**config.mk**
```make
export PLATFORM = sky130hd
export DESIGN_NAME = h2r_back
export DESIGN_NICKNAME = d
export VERILOG_FILES = /design/src/rtl/core/h2r_pkg.sv /design/src/rtl/core/h2r_back.sv
export SDC_FILE = /design/constraint.sdc
export NUM_CORES = 1
export LEC_CHECK = 0
export ABC_AREA = 1
export CORE_AREA = 2 2 143 145
export DETAILED_ROUTE_END_ITERATION = 6
export DIE_AREA = 0 0 145 147
export DONT_BUFFER_PORTS = 1
export GPL_ROUTABILITY_DRIVEN = 0
export PLACE_DENSITY = 0.49
export SYNTH_ARGS = -nofsm -noshare
export SYNTH_HDL_FRONTEND = slang
export SYNTH_SLANG_ARGS = --single-unit
```
**constraint.sdc**
```tcl
create_clock -name clk -period 14.5 [get_ports clk]
set_input_delay 2.175 -clock clk [delete_from_list [all_inputs] [get_ports clk]]
set_output_delay 2.175 -clock clk [all_outputs]
set_load 0.03 [all_outputs]
```
**src/rtl/core/h2r_pkg.sv**
```systemverilog
// shared types and constants of the http/2 frame receiver
package h2r_pkg;

  localparam int unsigned QueueDepth = 2;
  localparam int unsigned OutBits = 4 + 1 + 8 + 8 + 24 + 31 + 1 + 2 + 3 + 64 + 31;
  localparam int unsigned OutBytes = (OutBits + 7) / 8;

  typedef enum logic [3:0] {
    ST_PREFACE   = 4'd0,
    ST_FIRST_HDR = 4'd1,
    ST_HEADER    = 4'd2,
    ST_PADLEN    = 4'd3,
    ST_PRIORITY  = 4'd4,
    ST_SERVICE   = 4'd5,
    ST_SETTINGS  = 4'd6,
    ST_DATA      = 4'd7,
    ST_HBLOCK    = 4'd8,
    ST_CONT      = 4'd9,
    ST_SKIP      = 4'd10,
    ST_LATCHED   = 4'd11,
    ST_DEAD      = 4'd12
  } pstate_t;

  localparam logic [1:0] ACT_NONE = 2'd0;
  localparam logic [1:0] ACT_PING = 2'd1;
  localparam logic [1:0] ACT_SACK = 2'd2;
  localparam logic [1:0] ACT_DROP = 2'd3;

  localparam logic [2:0] ERR_NONE     = 3'd0;
  localparam logic [2:0] ERR_PROTO    = 3'd1;
  localparam logic [2:0] ERR_SIZE     = 3'd2;
  localparam logic [2:0] ERR_PREFACE  = 3'd3;
  localparam logic [2:0] ERR_UNSUPP   = 3'd4;
  localparam logic [2:0] ERR_PEER     = 3'd5;

  localparam logic [3:0] CLS_PREFACE = 4'd0;
  localparam logic [3:0] CLS_HEADER  = 4'd1;
  localparam logic [3:0] CLS_IGNORED = 4'd9;
  localparam logic [3:0] CLS_DEAD    = 4'd10;

  localparam logic [7:0] FL_ACK      = 8'h01;
  localparam logic [7:0] FL_PADDED   = 8'h08;
  localparam logic [7:0] FL_PRIORITY = 8'h20;

  localparam logic [7:0] FT_DATA     = 8'd0;
  localparam logic [7:0] FT_HEADERS  = 8'd1;
  localparam logic [7:0] FT_PRIO     = 8'd2;
  localparam logic [7:0] FT_RST      = 8'd3;
  localparam logic [7:0] FT_SETTINGS = 8'd4;
  localparam logic [7:0] FT_PUSH     = 8'd5;
  localparam logic [7:0] FT_PING     = 8'd6;
  localparam logic [7:0] FT_GOAWAY   = 8'd7;
  localparam logic [7:0] FT_WINDOW   = 8'd8;
  localparam logic [7:0] FT_CONT     = 8'd9;

  typedef struct packed {
    logic [3:0]  byte_class;
    logic        header_done;
    logic [7:0]  frame_type;
    logic [7:0]  frame_flags;
    logic [23:0] frame_length;
    logic [30:0] frame_stream;
    logic        frame_end;
    logic [1:0]  action;
    logic [2:0]  error_code;
    logic [63:0] ping_payload;
    logic [30:0] goaway_last_stream;
  } result_t;

  // preface byte by index
  function automatic logic [7:0] preface_byte(input logic [4:0] idx);
    logic [7:0] v;
    case (idx)
      5'd0:  v = 8'h50;
      5'd1:  v = 8'h52;
      5'd2:  v = 8'h49;
      5'd3:  v = 8'h20;
      5'd4:  v = 8'h2a;
      5'd5:  v = 8'h20;
      5'd6:  v = 8'h48;
      5'd7:  v = 8'h54;
      5'd8:  v = 8'h54;
      5'd9:  v = 8'h50;
      5'd10: v = 8'h2f;
      5'd11: v = 8'h32;
      5'd12: v = 8'h2e;
      5'd13: v = 8'h30;
      5'd14: v = 8'h0d;
      5'd15: v = 8'h0a;
      5'd16: v = 8'h0d;
      5'd17: v = 8'h0a;
      5'd18: v = 8'h53;
      5'd19: v = 8'h4d;
      5'd20: v = 8'h0d;
      5'd21: v = 8'h0a;
      5'd22: v = 8'h0d;
      5'd23: v = 8'h0a;
      default: v = 8'h00;
    endcase
    return v;
  endfunction

  // payload length is a multiple of six settings bytes
  function automatic logic mult6(input logic [23:0] n);
    logic [23:0] q;
    logic [2:0]  r;
    q = 24'((48'(n) * 48'd11184811) >> 26);
    r = 3'(n - 24'(q * 24'd6));
    return r == 3'd0;
  endfunction

endpackage

```
**src/rtl/core/h2r_back.sv**
```systemverilog
// back end: output register that packs results onto the stream port
module h2r_back import h2r_pkg::*; (
  input  logic                  clk,
  input  logic                  rst_n,
  input  logic                  q_valid,
  input  result_t               q_data,
  output logic                  q_ready,
  output logic                  out_tvalid,
  input  logic                  out_tready,
  output logic [OutBytes*8-1:0] out_tdata
);

  logic    vld_r;
  result_t dat_r;

  assign q_ready = !vld_r || out_tready;
  assign out_tvalid = vld_r;

  // pack fields, first field lowest
  assign out_tdata = (OutBytes*8)'({dat_r.goaway_last_stream, dat_r.ping_payload,
    dat_r.error_code, dat_r.action, dat_r.frame_end, dat_r.frame_stream,
    dat_r.frame_length, dat_r.frame_flags, dat_r.frame_type, dat_r.header_done,
    dat_r.byte_class});

  // output register
  always_ff @(posedge clk) begin
    if (!rst_n) begin
      vld_r <= 1'b0;
    end else if (q_ready) begin
      vld_r <= q_valid;
    end
  end

  always_ff @(posedge clk) begin
    if (q_ready && q_valid) dat_r <= q_data;
  end

endmodule

```
==> impl_metrics.csv <==
group,metric,value,unit
clocking,cts_root_buf,"clkbuf_16",
route,post-route-drc-count,0,
clocking,cts_max_level,4,
critical_path,critPathTopFamily,"simple AND/OR/NAND/NOR gates",
yosys,synth_compound_area_frac,0.00254,
clocking,numCtsBuffers,17,
floorplanning,start_util,0.273,
yosys,syn-cell-area,5420,um^2
yosys,yosys.area_share.simple,0.00115,
clocking,path_clk_slew,0.06,ns
floorplanning,die_w,145,um
critical_path,endpoint_kind,"output port",
yosys,synthAdderAreaFrac,0,
critical_path,crit_chain,"inv_2, nand2_2",
clocking,cts_hold_buf,0,
grt,globalRouteOverflowTotal,0,
grt,antenna_found_initial,7,
yosys,synth_top_family_by_area,"buffers and inverters",
timing,period_needed,4.55,ns
timing,hold_viol,0,
status,status,"complete, no violations",
yosys,ys_types,9,
grt,grt_max_degree,92,
yosys,synth-edff-count,177,
route,wl,11600,um
critical_path,crit_path_start_kind,"input port",
clocking,ctsResizeCount,0,
finish,synthToLayoutAreaGrowth,17.0,%
timing,finalMaxSlewViolations,0,
min_path,hp-class,"flip-flop to flip-flop",
yosys,syn_inst,192,
clocking,clkSinkCount,178,
route,drtIter0Drc,139,
finish,final_area,6350,um^2
critical_path,crit_required,12.32,ns
yosys,ys_async_sr_fraction,0,
timing,setup_violations,0,
yosys,ys_seq_area_frac,0.984,
critical_path,slowest_stage,"nand2_2",
critical_path,worstPathArrival,2.37,ns
timing,fin_worst_skew,0.0152,ns
floorplanning,rows,52,
finish,drive_above_1_share,0.161,
timing,finalSetupTns,0,ns
place,placedInstanceArea,5760,um^2
grt,grt_pass1_vias,2052,
timing,timing.fmax,220,MHz
route,ant_nets,0,
floorplanning,io_pins,367,
timing,slew_headroom,0.266,
clocking,cts_setup_buffers,0,
power,powerDensity,179,nW/um^2
route,vias_per_cell,4.00,
floorplanning,core_area,19800,um^2
critical_path,crit_fanout,2,
timing,period_share,0.314,
critical_path,slowest_delay,0.14,ns
timing,tightest_slew,1.10,ns
finish,fin_cells,497,
power,total_power,0.00114,W
power,p_leak,2.06,nW
finish,register_area,5340,um^2
run,drv_cap,0,
finish,finalNetCount,393,
finish,fillers,1877,
place,place_hpwl,8680,um
yosys,synth_mux_area_frac,0,
route,wl_per_cell,23.4,um
clocking,clock_latency,0.41,ns
yosys,synth_most_common_cell,"edfxtp_1",
yosys,synth_top_area_frac,0.980,
floorplanning,dieArea,21300,um^2
power,max-vdd-ir-drop,0.0719,mV
finish,multiInputGateArea,57.6,um^2
critical_path,setup.worst_path.class,"input port to output port",
route,first_pass_iters,4,
yosys,netlist_top_cells_count,"177 x edfxtp_1, 7 x buf_4, 2 x inv_1",
grt,track_usage,0.105,
yosys,post-synth-top-area-cell,"edfxtp_1",
place,dp_cells,463,
timing,rsz0062_at_grt,"false",
yosys,ys_ff_latch,178,
critical_path,crit_buf_inv,1,
yosys,syn_area_per_cell,28.2,um^2
yosys,yosysWarnings,0,
place,port_buffers,0,
grt,grt_pass1_wl,15500,um
floorplanning,die_h,147,um
route,vias,1987,
yosys,synth_xor_area_frac,0,
yosys,synthTopCellsByArea,"edfxtp_1 98%, buf_4 0.97%, dfxtp_1 0.37%, a21oi_2 0.16%, inv_1 0.14%",
clocking,cts.path.max_buffers,2,
yosys,synth_ff_type,"edfxtp_1",
clocking,cts_tree,"done",
through the flow:
| stage | setup WS [ns] | hold slack (ns) | util |
|---|---|---|---|
| after detailed placement | 9.95 | 0.835 | 0.290 |
| after floorplan | 2.99 | 0.737 | - |
| after CTS | 9.95 | 0.848 | 0.319 |
| final | 9.95 | 0.839 | 0.320 |
| after global placement | 9.95 | 0.836 | 0.290 |
| after global routing | 9.93 | 0.877 | 0.320 |
cell type report:
cell class / count / area share
multi-input cells: 10 / 0.00907
diodes: 3 / 0.00118
repair buffers: 2 / 0.00237
inverters: 3 / 0.00177
clock inverters: 14 / 0.0246
flip-flops and latches: 178 / 0.841
clock buffers: 17 / 0.0670
well taps: 270 / 0.0532
cell families after synthesis:
family / Yosys count
flops: 178
buf+inv: 10
compound gates: 2
simple gates: 1
other cells: 1
sequential cells by signal, summed over array words and instances (netlist names):
signal / flops
out_tdata: 177
out_tvalid: 1
worst paths after layout:
| path | end | slack [ns] | cells past startpoint | start |
|---|---|---|---|---|
| min | out_tvalid | 0.84 | 2 | out_tvalid |
| min reg2reg | out_tvalid | 0.84 | 2 | out_tvalid |
| max | q_ready | 9.95 | 2 | out_tready |
| max reg2reg | out_tdata[85] | 11.75 | 2 | out_tvalid |
metal layers:
metal / global-route usage / up-vias / wire length [um]
met1: 0.0956 / 981 / 3730
li1: - / 796 / -
met4: 0.0495 / 6 / 165
met3: 0.0693 / 15 / 1370
met5: 0 / - / 44
met2: 0.182 / 189 / 6290
power by group:
group          switching (W)  internal [W]  leakage, nW
Combinational      0.0000148   0.000000868       0.0541
Sequential         0.0000709      0.000606         1.72
Clock               0.000190      0.000255        0.288
Total               0.000276      0.000862         2.06
cells in the final DEF (no fill, tap or decap):
cell type and count:
conb_1 7, diode_2 3, inv_1 2, bufinv_16 2
buf_4 2, clkinv_1 1, clkbuf_16 17, edfxtp_1 177
inv_2 1, a21oi_4 1, clkinv_2 3, inv_6 3
dfxtp_1 1, clkinv_8 1, a21oi_2 1, nand2_2 1
clkinv_4 4
Power figures use the tool's default switching activity.
