[src/rtl/core/h2r_pkg.sv]
// shared types and constants of the http/2 frame receiver
package h2r_pkg;

  localparam int unsigned QueueDepth = 2;
  localparam int unsigned OutBits = 4 + 1 + 8 + 8 + 24 + 31 + 1 + 2 + 3 + 64 + 31;
  localparam int unsigned OutBytes = (OutBits + 7) / 8;

  typedef enum logic [3:0] {
    ST_PREFACE   = 4'd0,
    ST_FIRST_HDR = 4'd1,
    ST_HEADER    = 4'd2,
    ST_PADLEN    = 4'd3,
    ST_PRIORITY  = 4'd4,
    ST_SERVICE   = 4'd5,
    ST_SETTINGS  = 4'd6,
    ST_DATA      = 4'd7,
    ST_HBLOCK    = 4'd8,
    ST_CONT      = 4'd9,
    ST_SKIP      = 4'd10,
    ST_LATCHED   = 4'd11,
    ST_DEAD      = 4'd12
  } pstate_t;

  localparam logic [1:0] ACT_NONE = 2'd0;
  localparam logic [1:0] ACT_PING = 2'd1;
  localparam logic [1:0] ACT_SACK = 2'd2;
  localparam logic [1:0] ACT_DROP = 2'd3;

  localparam logic [2:0] ERR_NONE     = 3'd0;
  localparam logic [2:0] ERR_PROTO    = 3'd1;
  localparam logic [2:0] ERR_SIZE     = 3'd2;
  localparam logic [2:0] ERR_PREFACE  = 3'd3;
  localparam logic [2:0] ERR_UNSUPP   = 3'd4;
  localparam logic [2:0] ERR_PEER     = 3'd5;

  localparam logic [3:0] CLS_PREFACE = 4'd0;
  localparam logic [3:0] CLS_HEADER  = 4'd1;
  localparam logic [3:0] CLS_IGNORED = 4'd9;
  localparam logic [3:0] CLS_DEAD    = 4'd10;

  localparam logic [7:0] FL_ACK      = 8'h01;
  localparam logic [7:0] FL_PADDED   = 8'h08;
  localparam logic [7:0] FL_PRIORITY = 8'h20;

  localparam logic [7:0] FT_DATA     = 8'd0;
  localparam logic [7:0] FT_HEADERS  = 8'd1;
  localparam logic [7:0] FT_PRIO     = 8'd2;
  localparam logic [7:0] FT_RST      = 8'd3;
  localparam logic [7:0] FT_SETTINGS = 8'd4;
  localparam logic [7:0] FT_PUSH     = 8'd5;
  localparam logic [7:0] FT_PING     = 8'd6;
  localparam logic [7:0] FT_GOAWAY   = 8'd7;
  localparam logic [7:0] FT_WINDOW   = 8'd8;
  localparam logic [7:0] FT_CONT     = 8'd9;

  typedef struct packed {
    logic [3:0]  byte_class;
    logic        header_done;
    logic [7:0]  frame_type;
    logic [7:0]  frame_flags;
    logic [23:0] frame_length;
    logic [30:0] frame_stream;
    logic        frame_end;
    logic [1:0]  action;
    logic [2:0]  error_code;
    logic [63:0] ping_payload;
    logic [30:0] goaway_last_stream;
  } result_t;

  // preface byte by index
  function automatic logic [7:0] preface_byte(input logic [4:0] idx);
    logic [7:0] v;
    case (idx)
      5'd0:  v = 8'h50;
      5'd1:  v = 8'h52;
      5'd2:  v = 8'h49;
      5'd3:  v = 8'h20;
      5'd4:  v = 8'h2a;
      5'd5:  v = 8'h20;
      5'd6:  v = 8'h48;
      5'd7:  v = 8'h54;
      5'd8:  v = 8'h54;
      5'd9:  v = 8'h50;
      5'd10: v = 8'h2f;
      5'd11: v = 8'h32;
      5'd12: v = 8'h2e;
      5'd13: v = 8'h30;
      5'd14: v = 8'h0d;
      5'd15: v = 8'h0a;
      5'd16: v = 8'h0d;
      5'd17: v = 8'h0a;
      5'd18: v = 8'h53;
      5'd19: v = 8'h4d;
      5'd20: v = 8'h0d;
      5'd21: v = 8'h0a;
      5'd22: v = 8'h0d;
      5'd23: v = 8'h0a;
      default: v = 8'h00;
    endcase
    return v;
  endfunction

  // payload length is a multiple of six settings bytes
  function automatic logic mult6(input logic [23:0] n);
    logic [23:0] q;
    logic [2:0]  r;
    q = 24'((48'(n) * 48'd11184811) >> 26);
    r = 3'(n - 24'(q * 24'd6));
    return r == 3'd0;
  endfunction

endpackage

[src/rtl/core/h2r_queue.sv]
// result queue between parser and output port
module h2r_queue import h2r_pkg::*; #(
  parameter int unsigned Depth = QueueDepth
) (
  input  logic    clk,
  input  logic    rst_n,
  input  logic    wr_valid,
  input  result_t wr_data,
  output logic    wr_ready,
  output logic    rd_valid,
  output result_t rd_data,
  input  logic    rd_ready
);

  localparam int unsigned AW = (Depth > 1) ? $clog2(Depth) : 1;

  result_t        mem_r [Depth];
  logic [AW-1:0]  wp_r, rp_r;
  logic [AW:0]    cnt_r;
  logic           push, pop;

  assign wr_ready = cnt_r != (AW+1)'(Depth);
  assign rd_valid = cnt_r != '0;
  assign rd_data = mem_r[rp_r];
  assign push = wr_valid && wr_ready;
  assign pop = rd_valid && rd_ready;

  // storage
  always_ff @(posedge clk) begin
    if (push) mem_r[wp_r] <= wr_data;
  end

  // pointers and fill count
  always_ff @(posedge clk) begin
    if (!rst_n) begin
      wp_r <= '0; rp_r <= '0; cnt_r <= '0;
    end else begin
      if (push) wp_r <= (wp_r == AW'(Depth - 1)) ? '0 : wp_r + AW'(1);
      if (pop) rp_r <= (rp_r == AW'(Depth - 1)) ? '0 : rp_r + AW'(1);
      cnt_r <= cnt_r + (AW+1)'(push) - (AW+1)'(pop);
    end
  end

endmodule

[config.mk]
export PLATFORM = sky130hd
export DESIGN_NAME = h2r_queue
export DESIGN_NICKNAME = d
export VERILOG_FILES = /design/src/rtl/core/h2r_pkg.sv /design/src/rtl/core/h2r_queue.sv
export SDC_FILE = /design/constraint.sdc
export NUM_CORES = 1
export LEC_CHECK = 0
export BUFFER_PORTS_ARGS = -buffer_cell sky130_fd_sc_hd__buf_2
export CAP_MARGIN = 20
export CORE_MARGIN = 2
export CORE_UTILIZATION = 40
export DETAILED_ROUTE_END_ITERATION = 12
export REMOVE_ABC_BUFFERS = 1
export SKIP_LAST_GASP = 1
export SLEW_MARGIN = 30
export SYNTH_ARGS = -nofsm -noshare
export SYNTH_HDL_FRONTEND = slang
export SYNTH_SLANG_ARGS = --single-unit
[constraint.sdc]
create_clock -name clk -period 7.9 [get_ports clk]
set_input_delay 1.185 -clock clk [delete_from_list [all_inputs] [get_ports clk]]
set_output_delay 1.185 -clock clk [all_outputs]
set_load 0.02 [all_outputs]
==> metrics.md, run 1 <==
| Metric | Value |
|---|---|
| Drt first pass iters | 4 |
| Yosys cell types | 24 |
| Synthesized area | 0.0136 mm² |
| R2R setup slack | 5.29 ns |
| WS Path Type | reg -> out |
| Setup Fix Bufs, Post-CTS | 0 |
| Largest net degree at the start of global routing | 71 |
| Fin nets | 1150 |
| Clk_lat worst skew | between 0.5 and 0.6 ns |
| DRT iter0 DRCs | between 300 and 400 |
| Cts repair resizes | 0 |
| Placement Setup Slack | between 4 and 5 ns |
| Final hold violations | 0 |
| Worst EP required | 6.71 ns |
| Count of input and output buffers | around 360 |
| Leakage | 6.58 nW |
| Layout cells sized above 1 | 60.5% |
| Ys Warns | 0 |
| CP endpoint | rd_data[175] |
| Number of antenna violations at the first check in global routing | 3 |
| Clock skew | approximately 0.0086 ns |
| # setup viols final | 0 |
| Cells after synthesis | between 500 and 600 |
| Worst reg2reg path depth | 3 |
| Critical Path End Type | output pin |
| Routed Antenna Nets | 0 |
| Worst-path cell chain | buf_12 > buf_4 > mux2_2 > buf_2 |
| # rows | 67 |
| Synthesis-stage register bit count | 359 |
| GRT Overall Usage | between 10 and 15% |
| Root buf cell | clkbuf_16 |
| Starting Density | 40.6% |
| Finished Cell Area | approximately 0.017 mm² |
| Post-route DRC | 0 |
| Seq/Total Area, Yosys | 79.0% |
| Status | complete, no violations |
| Via density | 4.60 |
| Final core utilization | 50.9% |
| Slowest cell on the critical path | dfxtp_4 |
| Critical path startpoint category | register |
| Global placement routability congestion | 0.728 |
| Max Slew Vio Count | 0 |
| Total grt overflow | 0 |
| Cts hold-fix bufs | 0 |
| Hold Crit Depth | 2 |
| CP max stage delay | 0.68 ns |
| CTS Buffer Depth | 3 |
| CTS tree | done |
| Core Box Area | 0.0334 mm² |
| Syn Area/Cell | between 20 and 25 µm² |
| Slew @ Worst Pin | 0.881 ns |
| Data arrival time of the critical path | roughly 2.6 ns |
| Routed len/inst | 18.3 µm |
| DIE AREA | 0.0354 mm² |
| Worst reg2reg path endpoint | mem_r[1][26] |
| Hpwl dp | 17300 µm |
| Max-Cap Viols | 0 |
| Tot Pwr | between 5 and 6 mW |
| Fillers | 2781 |
| Peak supply drop | 0.000207 V |
| Number of buffers created by CTS | 39 |
| PD cells | 315 mW/mm² |
| CTS Sinks | 359 |
| # H-tree levels | 2 |
| I/O Pins | 360 |
| Final wirelength | roughly 27000 µm |
| Vias in the first global route | 6973 |
| Minimum clock period | between 3 and 4 ns |
| Max Clock Freq | 267 MHz |
| RR Startpoint | cnt_r[0] |
| Relative slew slack | 41.3% |
| First-pass GRT wire length | between 30000 and 40000 µm |
| Die X | 188 µm |
| Worst hold path class | reg -> reg |
| Final period util | 47.4% |
| Final WS setup | 4.16 ns |
| Area Growth Syn to Fin | 25.5% |
| CTS clk-pin slew, worst paths | about 0.06 ns |
| RSZ-0062 raised after global routing | no |
| Vias | around 6600 |
| Die Height | 188 µm |
| Max Fanout on Critical Path | 29 |
| Placed inst area | 0.0158 mm² |
==> cells in the mapped netlist, drive strengths merged <==
| cell | instances | area, µm² |
|---|---|---|
| edfxtp | 354 | 10600 |
| mux2 | 177 | 2480 |
| buf | 20 | 200 |
| dfxtp | 5 | 100 |
| and2 | 3 | 18.8 |
| a21bo | 2 | 20.0 |
| nand2b | 2 | 12.5 |
| nor2 | 2 | 7.51 |
| o21ai | 2 | 10.0 |
| a211oi | 1 | 7.51 |
| a21boi | 1 | 7.51 |
| a32oi | 1 | 8.76 |
| and3 | 1 | 6.26 |
| ha | 1 | 12.5 |
| inv | 1 | 3.75 |
| mux2i | 1 | 10.0 |
| nand2 | 1 | 3.75 |
| nand3 | 1 | 5.00 |
| nand3b | 1 | 7.51 |
| nor2b | 1 | 6.26 |
| or2 | 1 | 6.26 |
| xnor2 | 1 | 8.76 |
==> flip-flops by register name, summed over array words and instances (netlist names), named ones only <==
name and cells:
cnt_r 2, mem_r 354, rp_r 1, wp_r 1
==> report_power, final <==
part           internal [mW]  switching (mW)
combinational          0.560           0.720
clock                   1.01           0.693
sequential              2.32          0.0668
total                   3.89            1.48
==> cells in the final DEF (no fill, tap or decap), drive strengths merged <==
cell    netlist  routed
nor2          2       2
mux2i         1       1
diode         0       1
nand2         1       1
ha            1       1
nand3         1       1
buf          20     367
or2           1       1
nand3b        1       1
mux2        177     177
nor2b         1       1
a32oi         1       1
and3          1       1
a211oi        1       1
clkbuf        0      46
dfxtp         5       5
inv           1       2
a21bo         2       2
nand2b        2       2
a21boi        1       1
and2          3       3
edfxtp      354     354
clkinv        0      21
xnor2         1       1
o21ai         2       2
bufinv        0       2
==> critical path: cells and delay by family, from the launching register on <==
kind | cells | cell delay, ns
multiplexers | 1 | 0.40
flip-flops | 1 | 0.68
buffers and inverters | 3 | 0.93
==> layout make-up <==
type | count | area, µm² | share of cell area (%)
antenna | 1 | 2.50 | 0.0147
clock buffer | 46 | 1040 | 6.13
clock inverter | 24 | 163 | 0.955
inverter | 1 | 8.76 | 0.0514
multi-input combinational | 200 | 2650 | 15.5
sequential | 359 | 10700 | 63.0
tap | 448 | 561 | 3.29
timing repair buffer | 367 | 1880 | 11.0
==> worst min path at each step <==
| stage | to | slack, ns | start |
|---|---|---|---|
| CTS | register | 0.58 | rp_r |
| global route | register | 0.60 | rp_r |
| detailed placement | rp_r | 0.57 | rp_r |
| global placement | register | 0.57 | rp_r |
| finish | register | 0.58 | rp_r |
| floorplan | wp_r | 0.53 | wp_r |
==> per-stage QoR <==
step	std cells	TNS, ns	hold WS, ns
finish	1446	0	0.577
global route	1445	0	0.600
CTS	1444	0	0.585
detailed placement	1374	0	0.568
global placement	1374	0	0.566
floorplan	560	-5.57	0.529
==> cells by family (layout without fill, tap and decap cells) <==
group | after synthesis | in the layout | share of synthesized area, %
fa+ha+maj | 1 | 1 | 0.0922
flops | 359 | 359 | 79.0
other cells | 0 | 1 | 0
buf+inv | 21 | 438 | 1.50
simple gates | 13 | 13 | 0.544
compound gates | 7 | 7 | 0.396
xor+xnor | 1 | 1 | 0.0645
mux | 178 | 178 | 18.4
==> metal layers <==
metal  global-route usage (%)  up-vias  wire length, µm
li1                         -     3102                -
met1                     17.4     3250            10300
met2                     24.8      243            13100
met3                     5.35       50             2390
met4                     4.33        4              624
met5                        0        -               27
(Power assumes the default switching activity.)
==> inputs of run 2 (changes only) <==
clock period = 3.5 ns   (was 7.9 ns; I/O delays follow)
==> metrics.md, run 2 (synthesis gave the netlist of run 1 again) <==
| Metric | Value |
|---|---|
| Status | complete, no violations (unchanged) |
| CTS Sinks | 359 (unchanged) |
| Number of antenna violations at the first check in global routing | 5 (was 3) |
| Cts hold-fix bufs | 0 (unchanged) |
| Drt first pass iters | 4 (unchanged) |
| Final WS setup | 0.736 ns (was 4.16 ns) |
| Wire length on met2 | 13700 µm (was 13100 µm) |
| Fin nets | 1162 (was 1150) |
| CTS Buffer Depth | 3 (unchanged) |
| Wl on met1 | 10200 µm (was 10300 µm) |
| Leakage | 6.62 nW (was 6.58 nW) |
| Total grt overflow | 0 (unchanged) |
| Hold Crit Depth | 1 (was 2) |
| Cts repair resizes | 0 (unchanged) |
| Worst-path cell chain | buf_4 > mux2_2 > buf_2 (was buf_12 > buf_4 > mux2_2 > buf_2) |
| Hpwl dp | 18300 µm (was 17300 µm) |
| Max Clock Freq | ~360 MHz |
| Worst hold path class | in -> reg (was reg -> reg) |
| Worst reg2reg path depth | 4 (was 3) |
| Critical Path End Type | output pin (unchanged) |
| GRT Overall Usage | 14.8% (was 14.6%) |
| I/O Pins | 360 (unchanged) |
| DRT iter0 DRCs | 288 (was 305) |
| # rows | 67 (unchanged) |
| CP max stage delay | 0.63 ns (was 0.68 ns) |
| Buf/Inv on CP | 2 (was 3) |
| Largest registers | mem_r (354), cnt_r (2) (unchanged) |
| Number of flip-flops in the largest register | 354 (unchanged) |
| Slew @ Worst Pin | 0.722 ns (was 0.881 ns) |
| Top delay family on crit path | buffers and inverters (unchanged) |
| Die Height | 188 µm (unchanged) |
| Commonest non-fill, non-tap cells in the layout | buf_2 (359), edfxtp_1 (354), mux2_4 (130) (unchanged) |
| Finished Cell Area | 0.0172 mm² (was 0.0170 mm²) |
| # H-tree levels | 2 (unchanged) |
| Minimum clock period | around 2.8 ns |
| Vias in the first global route | 7168 (was 6973) |
| Worst EP required | 2.97 ns (was 6.71 ns) |
| Uppermost routed layer | met5 (unchanged) |
| WS Path Type | reg -> out (unchanged) |
| Area Growth Syn to Fin | 26.4% (was 25.5%) |
| Setup Fix Bufs, Post-CTS | 0 (unchanged) |
| CTS clk-pin slew, worst paths | 0.06 ns (about the same) |
| Relative slew slack | 51.9% (was 41.3%) |
| Vias | 6751 (was 6649) |
| DIE AREA | 0.0354 mm² (unchanged) |
| Core Box Area | 0.0334 mm² (unchanged) |
| Hold Crit Start | wr_data[77] (was rp_r) |
| Starting Density | 40.6% (unchanged) |
| RR Startpoint | cnt_r[0] (unchanged) |
| Final hold violations | 0 (unchanged) |
| Via density | 4.64 (was 4.60) |
| Largest net degree at the start of global routing | 57 (was 71) |
| Peak supply drop | 0.000494 V (was 0.000207 V) |
| CTS tree | done (unchanged) |
| R2R setup slack | 1.36 ns (was 5.29 ns) |
| Worst Hold End | mem_r[0][77] |
| Number of buffers created by CTS | 39 (unchanged) |
| Max Fanout on Critical Path | 28 (was 29) |
| WL met3 | 2350 µm (was 2390 µm) |
| Data arrival time of the critical path | 2.24 ns (was 2.56 ns) |
| Post-route DRC | 0 (unchanged) |
| Slowest cell on the critical path | dfxtp_4 (unchanged) |
| PD cells | 703 mW/mm² (was 315 mW/mm²) |
| Clk_lat worst skew | 0.51 ns (about the same) |
| Placed inst area | 0.0160 mm² (was 0.0158 mm²) |
| Final wirelength | 26900 µm (was 26500 µm) |
| Routed Antenna Nets | 0 (unchanged) |
| Placement Setup Slack | 1.23 ns (was 4.13 ns) |
| Critical path startpoint category | register (unchanged) |
| Final period util | 79.0% |
| Max Slew Vio Count | 0 (unchanged) |
| Tot Pwr | 12.1 mW (was 5.37 mW) |
| Layout cells sized above 1 | 60.6% (was 60.5%) |
| First-pass GRT wire length | 40600 µm (was 39800 µm) |
| Count of input and output buffers | 359 (unchanged) |
| Most common cell after layout, fill and taps aside | buf_2 (unchanged) |
| Worst reg2reg path endpoint | mem_r[0][145] (was mem_r[1][26]) |
| # setup viols final | 0 (unchanged) |
| Die X | 188 µm (unchanged) |
| Root buf cell | clkbuf_16 (unchanged) |
| Clock skew | 0.0126 ns (was 0.00855 ns) |
| RSZ-0062 raised after global routing | no (unchanged) |
| Max-Cap Viols | 0 (unchanged) |
| Routed len/inst | 18.5 µm (was 18.3 µm) |
| Largest register by flop count | mem_r (unchanged) |
| Global placement routability congestion | 0.722 (was 0.728) |
==> run 2: cell count changes in the layout (fill, tap and decap cells not counted), sizes merged <==
| cell | previous run | this run |
|---|---|---|
| bufinv | 2 | 0 |
| inv | 2 | 3 |
| clkbuf | 46 | 53 |
| clkinvlp | 0 | 1 |
| buf | 367 | 379 |
| clkinv | 21 | 11 |
| diode | 1 | 2 |
==> run 2: final cells by class <==
type	count	area, µm²
well taps	448	561
multi-input cells	200	2650
clock inverters	14	70.1
diodes	2	5.00
flip-flops and latches	359	10700
clock buffers	53	1080
repair buffers	379	2050
inverters	1	8.76
fillers	2724	16300
==> run 2: routing by layer <==
layer,vias to the layer above,GRT usage [%]
li1,3123,-
met1,3305,17.0
met2,259,26.1
met3,58,5.22
met4,6,4.48
met5,-,0
==> run 2: worst max-delay path by stage <==
stage,endpoint,from,cells after the start
2_1_floorplan,rd_data[0],register,1
3_5_place_dp,rd_data[11],register,3
6_report,rd_data[11],register,3
4_1_cts,rd_data[11],register,3
5_1_grt,rd_data[11],register,3
3_3_place_gp,rd_data[11],register,3
==> run 2: power by group <==
part / leakage, nW / switching (mW) / internal, mW
Sequential: 3.35 / 0.143 / 5.23
Clock: 0.559 / 1.55 / 2.16
Combinational: 2.71 / 1.65 / 1.32
==> run 2: per-stage QoR <==
| stage | instances | util [%] | setup TNS [ns] | hold slack (ns) |
|---|---|---|---|---|
| floorplan | 560 | - | -1227.83 | 0.529 |
| global placement | 1387 | 47.8 | 0 | 0.567 |
| detailed placement | 1387 | 47.8 | 0 | 0.573 |
| CTS | 1454 | 51.3 | 0 | 0.171 |
| global route | 1455 | 51.3 | 0 | 0.176 |
| finish | 1456 | 51.3 | 0 | 0.199 |
==> inputs of run 3 (changes only) <==
ABC_AREA = 1   (was not set)
clock period = 2.86 ns   (was 3.5 ns; I/O delays follow)
==> metrics.md, run 3 <==
| Metric | Value |
|---|---|
| Drt first pass iters | 4 (unchanged) |
| Minimum clock period | 2.38 ns |
| Leakage | 6.57 nW (was 6.62 nW) |
| Post-synth top area share | 78.5% (was 78.3%) |
| Data arrival time of the critical path | 1.96 ns (was 2.24 ns) |
| Routed Antenna Nets | 0 (unchanged) |
| Sw Share | 28.9% (was 27.7%) |
| Count of input and output buffers | 359 (unchanged) |
| Setup Fix Bufs, Post-CTS | 0 (unchanged) |
| # rows | 67 (unchanged) |
| Worst-path cell chain | buf_4 > mux2_2 > buf_2 (unchanged) |
| Final wirelength | 26100 µm (was 26900 µm) |
| Largest registers | mem_r (354), cnt_r (2) (unchanged) |
| Max-Cap Viols | 0 (unchanged) |
| Largest net degree at the start of global routing | 91 (was 57) |
| Busiest layer in global routing | met2 (unchanged) |
| Syn Area/Cell | 23.1 µm² (was 23.4 µm²) |
| RSZ-0062 raised after global routing | no (unchanged) |
| CTS Buffer Depth | 3 (unchanged) |
| Core Box Area | 0.0334 mm² (unchanged) |
| # setup viols final | 0 (unchanged) |
| Yosys cell types | 13 (was 24) |
| Cts hold-fix bufs | 0 (unchanged) |
| Multi-input logic area | 0.00260 mm² (was 0.00265 mm²) |
| DRT iter0 DRCs | 383 (was 288) |
| Critical Path End Type | output pin (unchanged) |
| Routed len/inst | 18.0 µm (was 18.5 µm) |
| First-pass GRT wire length | 39400 µm (was 40600 µm) |
| Count leader, synth | edfxtp_1 (unchanged) |
| Multiplexer share of the synthesized area | 18.3% (was 18.4%) |
| Total grt overflow | 0 (unchanged) |
| Prevailing post-synth register cell | edfxtp_1 (unchanged) |
| XOR/XNOR Fraction of Synth Area | 0.0647% (was 0.0645%) |
| GRT met3 Usage | 5.75% (was 5.22%) |
| Sequential group share of total power | 43.7% (was 44.6%) |
| Final period util | a little over four fifths |
| Relative slew slack | 60.2% (was 51.9%) |
| Clock skew | 0.0128 ns (was 0.0126 ns) |
| Seq/Total Area, Yosys | 79.2% (was 79.0%) |
| CTS clk-pin slew, worst paths | 0.06 ns (about the same) |
| Peak supply drop | 0.000517 V (was 0.000494 V) |
| Critical path startpoint category | register (unchanged) |
| Ys async rst share | 0% (unchanged) |
| Internal power | 11.1 mW (was 8.71 mW) |
| Crit path depth | 3 (unchanged) |
| # H-tree levels | 2 (unchanged) |
| Cts repair resizes | 0 (unchanged) |
| Number of antenna violations at the first check in global routing | 6 (was 5) |
| Max Slew Vio Count | 0 (unchanged) |
| Compound-Gate Fraction of Synth Area | 0.0370% (was 0.396%) |
| Top cells by count, synth | edfxtp_1 (354), mux2_4 (130), mux2_2 (47) (unchanged) |
| Most common cell after layout, fill and taps aside | buf_2 (unchanged) |
| Vias | 6632 (was 6751) |
| I/O Pins | 360 (unchanged) |
| Vias in the first global route | 6939 (was 7168) |
| Commonest non-fill, non-tap cells in the layout | buf_2 (359), edfxtp_1 (354), mux2_4 (130) (unchanged) |
| Ranking of synthesized cells by area | edfxtp_1 (78%), mux2_4 (14%), mux2_2 (3.9%), buf_6 (1.3%), dfxtp_1 (0.74%) (unchanged) |
| Worst hold path class | in -> reg (unchanged) |
| Post-Synth Simple-Gate Area | 0.591% (was 0.544%) |
| Buf/Inv on CP | 2 (unchanged) |
| Met1 usage | 17.5% (was 17.0%) |
| Top delay family on crit path | buffers and inverters (unchanged) |
| Clock Power Share | 28.7% (was 30.7%) |
| Status | complete, no violations (unchanged) |
| Max Fanout on Critical Path | 31 (was 28) |
| Hpwl dp | 16700 µm (was 18300 µm) |
| Cells after synthesis | 587 (was 580) |
| Slew @ Worst Pin | 0.597 ns (was 0.722 ns) |
| Worst reg2reg path depth | 5 (was 4) |
| Storage element area | 0.0107 mm² (unchanged) |
| Synth area leader | edfxtp_1 (unchanged) |
| Post-Place Cells | 1381 (was 1387) |
| Number of flip-flops in the largest register | 354 (unchanged) |
| Global placement routability congestion | 0.718 (was 0.722) |
| CTS Sinks | 359 (unchanged) |
| Synthesized area | 0.0135 mm² (was 0.0136 mm²) |
| Hold WS | 0.104 ns (was 0.199 ns) |
| Final hold violations | 0 (unchanged) |
| Fin nets | 1155 (was 1162) |
| Net Sw Power | 4.53 mW (was 3.34 mW) |
| WS Path Type | reg -> out (unchanged) |
| DIE AREA | 0.0353 mm² (was 0.0354 mm²) |
| Slowest cell on the critical path | buf_4 (was dfxtp_4) |
| Post-route DRC | 0 (unchanged) |
| R2R setup slack | 1.03 ns (was 1.36 ns) |
| Clk_lat worst skew | 0.51 ns (about the same) |
| Cell Count, Final, Fillers Out | 1450 (was 1456) |
| Starting Density | 40.5% (was 40.6%) |
| Root buf cell | clkbuf_16 (unchanged) |
| Ys Warns | 0 (unchanged) |
| Synthesis-stage register bit count | 359 (unchanged) |
| Met2 Use GR | 23.7% (was 26.1%) |
| Number of buffers created by CTS | 38 (was 39) |
| Hold Crit Depth | 1 (unchanged) |
| CTS tree | done (unchanged) |
| PD cells | 920 mW/mm² (was 703 mW/mm²) |
| Largest register by flop count | mem_r (unchanged) |
| Max Clock Freq | about 420 MHz |
| Combinational family with the most area after synthesis | multiplexers (unchanged) |
| Comb power frac | 27.5% (was 24.7%) |
| GRT Overall Usage | 14.5% (was 14.8%) |
| Worst EP required | 2.43 ns (was 2.97 ns) |
| Via density | 4.57 (was 4.64) |
| Layout cells sized above 1 | 59.8% (was 60.6%) |
| Area Growth Syn to Fin | 25.6% (was 26.4%) |
| CP max stage delay | 0.46 ns (was 0.63 ns) |
| Post-Synth Adder-Cell Area | 0.0924% (was 0.0922%) |
| Die Height | 188 µm (about the same) |
| Post-synth EDFFs | 354 (unchanged) |
| Fillers | 2798 (was 2724) |
| Die X | 188 µm (about the same) |
==> run 3: changes by cell type in the layout (fill, tap and decap cells not counted), moves of 3 or more <==
cell / previous run / this run
and2_1: 3 / 0
buf_4: 12 / 1
clkinv_1: 8 / 5
inv_1: 0 / 7
inv_6: 3 / 0
nand2_1: 1 / 11
nor2_1: 2 / 7
==> run 3: metrics by stage <==
step | total power, mW | cell area, µm² | util (%) | worst slack (ns) | TNS (ns)
2_1_floorplan | 10.1 | 13300 | - | -5.98 | -2876.89
3_3_place_gp | 11.3 | 15800 | 47.4 | 0.988 | 0
3_5_place_dp | 11.4 | 15800 | 47.4 | 0.991 | 0
4_1_cts | 15.9 | 17000 | 50.8 | 0.423 | 0
5_1_grt | 16.4 | 17000 | 50.8 | 0.389 | 0
6_report | 15.7 | 17000 | 50.9 | 0.476 | 0
==> run 3: worst reg2reg max path, delay by kind of cell, from the launching register on <==
family                 cells  cell delay [ns]
buffers and inverters      2             0.42
flip-flops                 1             0.36
AND/OR/NAND/NOR            3             0.51
==> run 3: final cells by class <==
| cell class | instances | share of cell area [%] |
|---|---|---|
| Antenna cell | 3 | 0.0441 |
| Inverter | 7 | 0.154 |
| Multi-Input combinational cell | 201 | 15.3 |
| Timing Repair Buffer | 366 | 11.3 |
| Sequential cell | 359 | 63.1 |
| Tap cell | 448 | 3.30 |
| Clock buffer | 52 | 6.33 |
| Clock inverter | 14 | 0.456 |
==> run 3: worst paths after layout <==
| path | startpoint | end |
|---|---|---|
| setup / recovery | register | rd_data[28] |
| hold / removal | wr_data[166] | mem_r[1][166] |
| setup reg to reg | cnt_r[0] | mem_r[1][45] |
| hold reg to reg | rp_r | rp_r |
==> run 3: power by group through the flow <==
stage          logic, mW  clock network, mW  registers (mW)
2_1_floorplan       2.78                  0            7.30
5_1_grt             4.60               4.88            6.91
3_3_place_gp        4.39                  0            6.93
6_report            4.31               4.50            6.85
3_5_place_dp        4.39                  0            6.96
4_1_cts             4.41               4.67            6.86
==> run 3: layer usage <==
| layer | routed length (µm) | part of all wire, % |
|---|---|---|
| met4 | 624 | 2.4 |
| met5 | 39 | 0.15 |
| met1 | 10300 | 40 |
| met3 | 2410 | 9.2 |
| met2 | 12700 | 49 |
==> run 3: cell families after synthesis <==
family / Yosys count
AOI/OAI and AO/OA: 1
xor gates and xnor gates: 1
adders and majority gates: 1
buffers and inverters: 27
DFF: 359
muxes: 177
and+or+nand+nor: 21
